`src/rtl/core/tun_pkg.sv`:
```
`default_nettype none
package tun_pkg;
  localparam int CW = 16;
  localparam int EW = CW + 1;
  localparam int PW = 2 * EW;
  localparam int CRW = PW + 1;
  localparam int MW = CRW;
  localparam int SQW = 2 * MW;
  localparam int SW = SQW + 2;
  localparam int RW = SW / 2;
  localparam int REMW = RW + 4;
  localparam int NF = 14;
  localparam int QW = NF + 1;
  localparam int DW = RW + 1;
  localparam int NUMW = MW + QW + 1;
  localparam int OW = 16;

  typedef struct packed {
    logic [2:0][MW-1:0] mag;
    logic [2:0] neg;
  } tun_side_t;

  typedef struct packed {
    logic [2:0][DW-1:0] rem;
    logic [2:0][QW-1:0] lo;
    logic [2:0][QW-1:0] quo;
    logic [2:0] neg;
    logic [DW-1:0] den;
    logic deg;
  } tun_div_t;
endpackage
`default_nettype wire

```
`src/rtl/core/tun_div_cell.sv`:
```
`default_nettype none
module tun_div_cell import tun_pkg::*; (
  input  wire logic     clk_i,
  input  wire logic     rst_ni,
  input  wire logic     en_i,
  input  wire logic     v_i,
  input  wire tun_div_t d_i,
  output logic          v_o,
  output tun_div_t      d_o
);
  logic     v_q;
  tun_div_t d_q, d_d;
  logic [DW:0] r2;

  always_comb begin
    d_d = d_i;
    r2 = '0;
    for (int k = 0; k < 3; k++) begin
      r2 = {d_i.rem[k], d_i.lo[k][QW-1]};
      d_d.lo[k] = {d_i.lo[k][QW-2:0], 1'b0};
      if (r2 >= {1'b0, d_i.den}) begin
        d_d.rem[k] = DW'(r2 - {1'b0, d_i.den});
        d_d.quo[k] = {d_i.quo[k][QW-2:0], 1'b1};
      end else begin
        d_d.rem[k] = r2[DW-1:0];
        d_d.quo[k] = {d_i.quo[k][QW-2:0], 1'b0};
      end
    end
  end

  always_ff @(posedge clk_i or negedge rst_ni) begin
    if (!rst_ni) begin
      v_q <= 1'b0;
    end else if (en_i) begin
      v_q <= v_i;
    end
  end

  always_ff @(posedge clk_i) begin
    if (en_i) begin
      d_q <= d_d;
    end
  end

  assign v_o = v_q;
  assign d_o = d_q;
endmodule
`default_nettype wire

```
`config.mk`:
```
export PLATFORM = sky130hd
export DESIGN_NAME = tun_div_cell
export DESIGN_NICKNAME = d
export VERILOG_FILES = /design/src/rtl/core/tun_pkg.sv /design/src/rtl/core/tun_div_cell.sv
export SDC_FILE = /design/constraint.sdc
export NUM_CORES = 1
export LEC_CHECK = 0
export BUFFER_PORTS_ARGS = -buffer_cell sky130_fd_sc_hd__buf_4
export CAP_MARGIN = 20
export CORE_MARGIN = 1.5
export CORE_UTILIZATION = 25
export CTS_BUF_LIST = sky130_fd_sc_hd__clkbuf_8
export CTS_CLUSTER_DIAMETER = 60
export CTS_CLUSTER_SIZE = 30
export DETAILED_ROUTE_END_ITERATION = 6
export SYNTH_ARGS = -nofsm -noshare
export SYNTH_HDL_FRONTEND = slang
export SYNTH_SLANG_ARGS = --single-unit
export TNS_END_PERCENT = 30
```
`constraint.sdc`:
```
create_clock -name clk_i -period 0.8 [get_ports clk_i]
set_input_delay 0.04 -clock clk_i [delete_from_list [all_inputs] [get_ports clk_i]]
set_output_delay 0.04 -clock clk_i [all_outputs]
set_load 0.02 [all_outputs]
```
==> results.md <==
* Predominant post-synthesis flop cell: edfxtp_1
* Reg power frac at 35.4%
* Crit path time final at 2.52 ns
* Total number of vias at 15,300
* Net switching power at between 0.015 and 0.02 W
* H-tree depth at 1
* Fin Clk Skew at 0 ns
* Initial antenna violation count at 12
* First-pass GRT wire length at ~94 mm
* CTS Buffer Depth at 3
* Sequential area share after synthesis at 50.0%
* Initial Util at between 20% and 30%
* Worst vdd ir at 0.00165 V
* Failing checks: negative hold slack, negative setup slack
* Asr flop ratio synth at less than 1%
* CP Class: input pin to flop
* CTS root buf: clkbuf_8
* Post-synth EDFFs at roughly 240
* Core Footprint at between 0.05 and 0.06 mm^2
* Yosys reg bits at between 200 and 250
* IO buf count at 482
* Die Ht at approximately 240 um
* Die ar. at 0.0591 mm^2
* Gr ovfl total at 0
* Io pins at a little under 500
* Power per Cell Area at between 1500 and 2000 mW/mm^2
* Worst slew pin tran at about 0.81 ns
* M2 GR Usage at 36.7%
* Share of cells above drive strength 1 at 50.3%
* Crit-path max FO at 9
* Final ANT Viol Nets at 0
* Post-Place Worst Slack at -2.57 ns
* Max-slew violation count at 0
* Final Cycle Share at 315%
* Reg clk slew, reported paths at ~0.11 ns
* Sw frac at 34.1%
* RSZ-0062 raised after global routing: yes
* Fmax at a little under 400 MHz
* Vias in the first global route at 15,700
* CP Data Arrival Time at ~3.0 ns
* Status: complete, but fails checks
* Post-synth cell types at between 70 and 80
* Final net count at ~2,900
* Inserted Clock Buffers at 29
* Hold Crit Class: input pin to flop
* Clk_lat worst skew at 0.66 ns
* DRC viols at 0
* P&R area growth vs syn at 95.6%
* 1st-pass router iterations at 5
* Leakage Power at around 12 nW
* Ys Warns at 0
* Via density at 4.62
* Average wire per standard cell at about 20 um
* Gr busiest metal: met2
* Fillers at 5,050
* Die Wd at ~240 um
* Combinational group share of total power at approximately two fifths
* Final Cell Area at 0.0282 mm^2
* Cells after Synth at 1,337
* DP HPWL at 50.4 mm
* CTS tree: built
* CP Capture Type: flop
* Dpl cell area at 0.0223 mm^2
* Worst hold margin at -0.440 ns
* Synthesized area per cell at 10.8 um^2
* Num rows at between 80 and 90
* Total Routing Usage GR at 21.1%
* Clk pwr share at a little under a quarter
* Critical Path Start Type: input pin
* Final Setup Violations at ~350
* Power Internal at approximately 0.03 W
* Routed Wire Length at roughly 66 mm
* Overall Power at between 0.04 and 0.05 W
* Met3 Use GR at under 10%
* Initial DRC Count at just over 700
* Crit path required time at 1.23 ns
* RePlAce Congestion at 0.881
* Largest net degree at the start of global routing at 28
* Max-slew headroom at between 40% and 50%
* CTS sink count at 240
* Synthesized area at approximately 0.014 mm^2
* Setup WS post-layout at -1.72 ns
* Hold Fails Final Rpt at 9
* GR Util met1 at roughly 25%
* Max Cap Violations at 0
critical path, stage by stage:
cell	delay, ns
buf_8	0.08
clkinvlp_4	0.10
buf_8	0.16
buf_6	0.11
fa_2	0.38
a211oi_4	0.28
o21ai_4	0.09
a211oi_4	0.30
o31ai_4	0.11
a31oi_4	0.21
o41ai_4	0.11
a211oi_2	0.22
o211a_2	0.24
buf_12	0.15
mux2_2	0.34
synthesized netlist by cell type (all sizes together) (7+ instances only):
cell type | n | area, um^2
nor2b | 17 | 106
xnor2 | 51 | 447
xor2 | 43 | 377
clkbuf | 26 | 97.6
inv | 66 | 248
and3 | 12 | 75.1
or3 | 7 | 43.8
o21ai | 110 | 562
a211oi | 8 | 65.1
a31oi | 17 | 121
nand4 | 18 | 113
nand2 | 123 | 462
edfxtp | 239 | 7180
nor3 | 20 | 105
a21oi | 123 | 616
buf | 19 | 115
o21a | 16 | 120
nor4 | 8 | 50.1
a21o | 52 | 390
nand2b | 10 | 62.6
ha | 111 | 1390
o21bai | 20 | 150
nand3 | 22 | 110
o31ai | 14 | 124
mux2 | 22 | 251
nor2 | 88 | 333
routing by layer:
| metal | vias up | routed length [um] |
|---|---|---|
| li1 | 7401 | - |
| met2 | 496 | 32600 |
| met4 | 12 | 2410 |
| met5 | - | 72 |
| met1 | 7309 | 26300 |
| met3 | 104 | 4790 |
metrics by stage:
stage,util [%],instances,setup TNS (ns)
after floorplan,-,1339,-219.76
after global placement,39.4,2965,-277.71
after detailed placement,39.4,2965,-282.83
after CTS,47.0,3275,-300.00
after global routing,49.7,3311,-311.96
final,49.7,3313,-289.86
final timing paths:
path | startpoint | to | slack, ns | cells past startpoint
min in group asynchronous | rst_ni | v_o$_DFFE_PN0P_ | 0.21 | 3
max | d_i[2] | d_o[132]$_DFFE_PP_ | -1.72 | 15
max in group asynchronous | rst_ni | v_o$_DFFE_PN0P_ | 0.49 | 3
min reg2reg | v_o$_DFFE_PN0P_ | v_o$_DFFE_PN0P_ | 0.52 | 1
min | d_i[1] | d_o[1]$_DFFE_PP_ | -0.44 | 1
max reg2reg | v_o$_DFFE_PN0P_ | v_o$_DFFE_PN0P_ | 0.06 | 1
state kept, by name, indices dropped and copies added (netlist names):
| register | flops |
|---|---|
| v_o | 1 |
| d_o | 239 |
cells in the final DEF, fill, tap and decap left out, drive strengths merged, types with 22 or more instances in the layout:
master and instances:
mux2 22, nand3 22, buf 970, nand2 123
o21ai 110, dlygate4sd3 234, xnor2 51, nor2 88
inv 66, clkbuf 30, edfxtp 239, xor2 43
a21oi 123, ha 111, a21o 52
logic make-up after synthesis:
family / Yosys count / share of synthesized area (%)
AND/OR/NAND/NOR: 347 / 11.3
adder cells (fa/ha/maj): 114 / 10.1
XOR/XNOR: 94 / 5.71
other: 1 / 0.0260
buffers and inverters: 111 / 3.20
flip-flops: 240 / 50.0
AO/OA/AOI/OAI: 407 / 17.9
multiplexers: 23 / 1.82
cell type report:
class | instances | area (um^2) | area share (%)
flip-flops and latches | 240 | 7200 | 25.6
clock buffers | 29 | 399 | 1.42
multi-input cells | 988 | 8100 | 28.7
diodes | 5 | 12.5 | 0.0444
repair buffers | 1206 | 10900 | 38.7
well taps | 756 | 946 | 3.36
clock inverters | 23 | 310 | 1.10
inverters | 66 | 302 | 1.07
what timing repair did:
item / 4_1_cts / 5_1_grt
setup buffers: 30 / 25
hold buffers: 218 / 17
gates resized for setup: 251 / 289
pin swaps: 72 / 69
cloned: 11 / 1
endpoints found under the hold margin: 479 / 25
setup endpoints to repair: 354 / 354
power by group through the flow:
stage,Clock (W),Combinational [W],Sequential [W]
after floorplan,0,0.00526,0.0182
after global placement,0,0.0150,0.0165
after detailed placement,0,0.0151,0.0165
after CTS,0.0111,0.0176,0.0162
after global routing,0.0115,0.0203,0.0165
final,0.0108,0.0191,0.0164
Power figures use the tool's default switching activity.
