### config.mk
export PLATFORM = sky130hd
export DESIGN_NAME = tun_sqrt_cell
export DESIGN_NICKNAME = d
export VERILOG_FILES = /design/src/rtl/core/tun_pkg.sv /design/src/rtl/core/tun_sqrt_cell.sv
export SDC_FILE = /design/constraint.sdc
export NUM_CORES = 1
export LEC_CHECK = 0
export BUFFER_PORTS_ARGS = -buffer_cell sky130_fd_sc_hd__buf_2
export CORE_AREA = 10 10 194 196
export DETAILED_ROUTE_END_ITERATION = 16
export DIE_AREA = 0 0 204 206
export SLEW_MARGIN = 20
export SYNTH_ARGS = -nofsm -noshare
export SYNTH_HDL_FRONTEND = slang
export SYNTH_SLANG_ARGS = --single-unit
### constraint.sdc
create_clock -name clk_i -period 0.8 [get_ports clk_i]
set_input_delay 0.04 -clock clk_i [delete_from_list [all_inputs] [get_ports clk_i]]
set_output_delay 0.04 -clock clk_i [all_outputs]
set_load 0.1 [all_outputs]
### src/rtl/core/tun_pkg.sv
`default_nettype none
package tun_pkg;
  localparam int CW = 16;
  localparam int EW = CW + 1;
  localparam int PW = 2 * EW;
  localparam int CRW = PW + 1;
  localparam int MW = CRW;
  localparam int SQW = 2 * MW;
  localparam int SW = SQW + 2;
  localparam int RW = SW / 2;
  localparam int REMW = RW + 4;
  localparam int NF = 14;
  localparam int QW = NF + 1;
  localparam int DW = RW + 1;
  localparam int NUMW = MW + QW + 1;
  localparam int OW = 16;

  typedef struct packed {
    logic [2:0][MW-1:0] mag;
    logic [2:0] neg;
  } tun_side_t;

  typedef struct packed {
    logic [2:0][DW-1:0] rem;
    logic [2:0][QW-1:0] lo;
    logic [2:0][QW-1:0] quo;
    logic [2:0] neg;
    logic [DW-1:0] den;
    logic deg;
  } tun_div_t;
endpackage
`default_nettype wire

### src/rtl/core/tun_sqrt_cell.sv
`default_nettype none
module tun_sqrt_cell import tun_pkg::*; (
  input  wire logic            clk_i,
  input  wire logic            rst_ni,
  input  wire logic            en_i,
  input  wire logic            v_i,
  input  wire logic [REMW-1:0] rem_i,
  input  wire logic [RW-1:0]   root_i,
  input  wire logic [SW-1:0]   s_i,
  input  wire tun_side_t       side_i,
  output logic                 v_o,
  output logic [REMW-1:0]      rem_o,
  output logic [RW-1:0]        root_o,
  output logic [SW-1:0]        s_o,
  output tun_side_t            side_o
);
  logic            v_q;
  logic [REMW-1:0] rem_q, rem_d, r2, trial;
  logic [RW-1:0]   root_q, root_d;
  logic [SW-1:0]   s_q;
  tun_side_t       side_q;

  always_comb begin
    r2 = {rem_i[REMW-3:0], s_i[SW-1:SW-2]};
    trial = REMW'({root_i, 2'b01});
    if (r2 >= trial) begin
      rem_d = r2 - trial;
      root_d = {root_i[RW-2:0], 1'b1};
    end else begin
      rem_d = r2;
      root_d = {root_i[RW-2:0], 1'b0};
    end
  end

  always_ff @(posedge clk_i or negedge rst_ni) begin
    if (!rst_ni) begin
      v_q <= 1'b0;
    end else if (en_i) begin
      v_q <= v_i;
    end
  end

  always_ff @(posedge clk_i) begin
    if (en_i) begin
      rem_q <= rem_d;
      root_q <= root_d;
      s_q <= {s_i[SW-3:0], 2'b00};
      side_q <= side_i;
    end
  end

  assign v_o = v_q;
  assign rem_o = rem_q;
  assign root_o = root_q;
  assign s_o = s_q;
  assign side_o = side_q;
endmodule
`default_nettype wire

==> results.txt <==
cell types with the largest area share after synthesis: sky130_fd_sc_hd__edfxtp_1 73%, sky130_fd_sc_hd__ha_1 4.6%, sky130_fd_sc_hd__nand2_1 2.2%, sky130_fd_sc_hd__o21ai_0 2.2%, sky130_fd_sc_hd__a21oi_1 1.8%
remaining design rule violation count: 0
CTS Buffer Depth: 3
Post-Route Skew: 0 ns
vias in the first global route: 11190
Clock Pin Slew Worst Setup and Hold Paths: 0.06 ns
number of slew-limit violations in the final report: 0
final count of hold timing violations: 0
via count normalized by instance count: 4.748
area share of the largest cell type after synthesis: 73.30%
largest net degree at the start of global routing: 49
Max Fanout on Critical Path: 4
DRT iter0 DRCs: 670
critical path depth: 12
type of the worst setup path: in2reg
flip-flop and latch count after synthesis: 255
die area: 42020 um^2
arrival time reported for the critical path endpoint: 2.33 ns
Critical Path Start Type: primary input
Ys Warns: 0
delay of the slowest cell on the worst path: 0.51 ns
average routed wire per standard cell: 25.59 um
Root Buffer Master: sky130_fd_sc_hd__clkbuf_16
per-instance average area after synthesis: 15.12 um^2
clock tree from TritonCTS: yes
worst setup slack before clock tree synthesis: -1.951 ns
clock network latency to the later pin of the worst-skew pair: 0.55 ns
share of the clock period used by the worst path: 252.4%
largest family of logic cells by synthesized area: compound AO/OA/AOI/OAI gates
die height: 206 um
crit path capture: rem_o[37]
worst max-slew margin expressed relative to the limit: 59.20%
Initial Utilization: 30.65%
area of the core region: 33950 um^2
dominant synthesized flop cell: sky130_fd_sc_hd__edfxtp_1
number of buffers created by CTS: 29
synth cell count leaders: 254 x sky130_fd_sc_hd__edfxtp_1, 62 x sky130_fd_sc_hd__nand2_1, 46 x sky130_fd_sc_hd__inv_1, 45 x sky130_fd_sc_hd__o21ai_0
via total after detailed routing: 10300
remaining number of nets flagged by the antenna check after routing: 0
clock sink count: 255
maximum level of the CTS H-tree: 1
Critical Path RT: 1.11 ns
R2R Path End: v_o
HPWL after detailed placement: 36.83 mm
setup slack after layout: -1.219 ns
FF-to-FF Start: v_o
weighted congestion at the end of routability-driven global placement: 0.9053
number of enable-type register cells in the synthesized netlist: 254
type of element capturing the critical path: register
Crit. Startpoint: root_i[8]
Congestion Overflow GR: 0
DRT Wirelength: 55.51 mm
share of synthesized cell area in full adder, half adder and majority cells: 4.570%
number of optimization iterations in the first detailed-route pass: 5
nets: 1989
time the worst path needs with I/O delays and setup: 2.019 ns
netlist area before placement: 10400 um^2
actual transition at the worst max-transition pin: 0.6100 ns
number of port buffers: 512
share of cells above drive strength 1: 55.34%
Synth Area in XOR/XNOR: 3.283%
antenna violations before repair: 3
Hold Crit Class: in2reg
Max-cap violations: 0
family with the most delay on the worst path: simple AND/OR/NAND/NOR gates
final count of negative-setup-slack endpoints: 551
R2R cell count: 1
Crit-path slowest cell: sky130_fd_sc_hd__or4b_1
Leakage: 10.28 nW
reg2reg setup slack: -0.05 ns
maximum clock frequency: 495.2 MHz
crit-path cells: buf_12, inv_12, ha_4, a41o_1, a221oi_4, nor3b_4, a2111oi_4, or4b_1, nand2_2, o41ai_2, xnor2_1, o21ai_1
most area-hungry cell type in the Yosys netlist: sky130_fd_sc_hd__edfxtp_1
violated checks: negative setup slack
die outline width: 204 um
dominant cell by count in the synthesized netlist: sky130_fd_sc_hd__edfxtp_1
compound-gate portion of the synthesized area: 9.524%
basic-gate share of the synthesized area counting and, or, nand and nor cells: 5.940%
Max IR drop VDD: 1860 uV
wire length of the first global-routing pass: 78.05 mm
RSZ-0062 raised after global routing: yes
I/O pin count: 517
core occupancy in the finished layout: 70.82%
Core Rows: 68
number of distinct library cells after synthesis: 63
multiplexer area fraction after synthesis: 0.4209%
power density cells: 2227 nW/um^2
asr flop ratio synth: 0.3922%
total routing usage reported by global routing: 25.07%
portion of the post-synthesis area used by sequential elements: 73.54%
Mapped Cells: 688
buffer and inverter count on the worst path: 2
Area Overhead vs Synth: 131.1%
status: finished, violations left
cell families after synthesis:
family | Yosys count
AO/OA/AOI/OAI | 153
XOR/XNOR | 39
adder cells (fa/ha/maj) | 38
buffers and inverters | 67
flip-flops | 255
multiplexers | 4
other | 1
AND/OR/NAND/NOR | 131
stage by stage:
stage | power [mW] | setup TNS [ns] | cell area, um^2 | hold slack [ns] | instances
final | 53.55 | -226.68 | 24040 | 0.08988 | 2169
after floorplan | 28.00 | -93.23 | 10580 | -0.2556 | 689
after CTS | 53.11 | -264.56 | 23710 | 0.03646 | 2161
after global placement | 36.55 | -74.48 | 18960 | -0.1849 | 1822
after global routing | 54.97 | -245.58 | 24040 | 0.08933 | 2168
after detailed placement | 36.78 | -76.61 | 18960 | -0.1841 | 1822
worst min-delay path by stage:
| stage | from | endpoint | slack [ns] | depth (start not counted) |
|---|---|---|---|---|
| 6_report | rem_i[13] | rem_o[15] | 0.09 | 4 |
| 3_5_place_dp | rst_ni | v_o | -0.18 | 1 |
| 5_1_grt | rem_i[13] | rem_o[15] | 0.09 | 4 |
| 2_1_floorplan | rst_ni | v_o | -0.26 | 0 |
| 4_1_cts | rem_i[3] | rem_o[5] | 0.04 | 4 |
| 3_3_place_gp | rst_ni | v_o | -0.18 | 1 |
tightest hold or removal path, cell delays in order:
cell and delay [ns]:
sky130_fd_sc_hd__buf_6 0.08, sky130_fd_sc_hd__ha_4 0.19, sky130_fd_sc_hd__xor2_1 0.10, sky130_fd_sc_hd__o21ai_2 0.12
repair_timing:
| item | 4_1_cts | 5_1_grt |
|---|---|---|
| endpoints found under the hold margin | 309 | 27 |
| buffers inserted | 22 | 18 |
| cloned | 9 | 0 |
| pin swaps | 63 | 55 |
| endpoints found under the setup margin | 297 | 551 |
| hold buffers | 258 | 2 |
| gates resized for setup | 190 | 108 |
sequential cells by signal (all words and copies together), names as in the netlist:
name,count
s_o,70
side_o,108
v_o,1
root_o,36
rem_o,40
cell type report:
cell class,instances,area [um^2]
Antenna cell,1,2.502
Clock buffer,34,744.5
Clock inverter,19,229.0
Fill cell,2005,9906
Inverter,47,221.5
Multi-Input combinational cell,367,3452
Sequential cell,255,7656
Tap cell,455,569.3
Timing Repair Buffer,991,11170
placed cells by master (no fill, tap or decap), drive strengths merged, types with 19 or more instances in the layout:
cell         instances
a21oi               39
dlygate4sd3        259
xnor2               19
o21ai               53
ha                  38
xor2                20
clkbuf              34
buf                732
edfxtp             254
nand2               63
nor2                20
inv                 50
power breakdown:
part	switching, mW	leakage [nW]	internal (mW)	total, mW
clock	5.64	0.469	8.27	13.9
combinational	13.5	7.32	8.76	22.2
sequential	1.13	2.50	16.3	17.4
total	20.2	10.3	33.3	53.5
per-layer routing:
layer / global-route usage, % / share of wire (%) / vias up
met4: 8.992 / 3.9 / 6
met2: 46.81 / 54 / 459
li1: - / - / 4595
met1: 26.47 / 34 / 5126
met5: 0 / 0.061 / -
met3: 6.881 / 7.6 / 113
(Power assumes the default switching activity.)
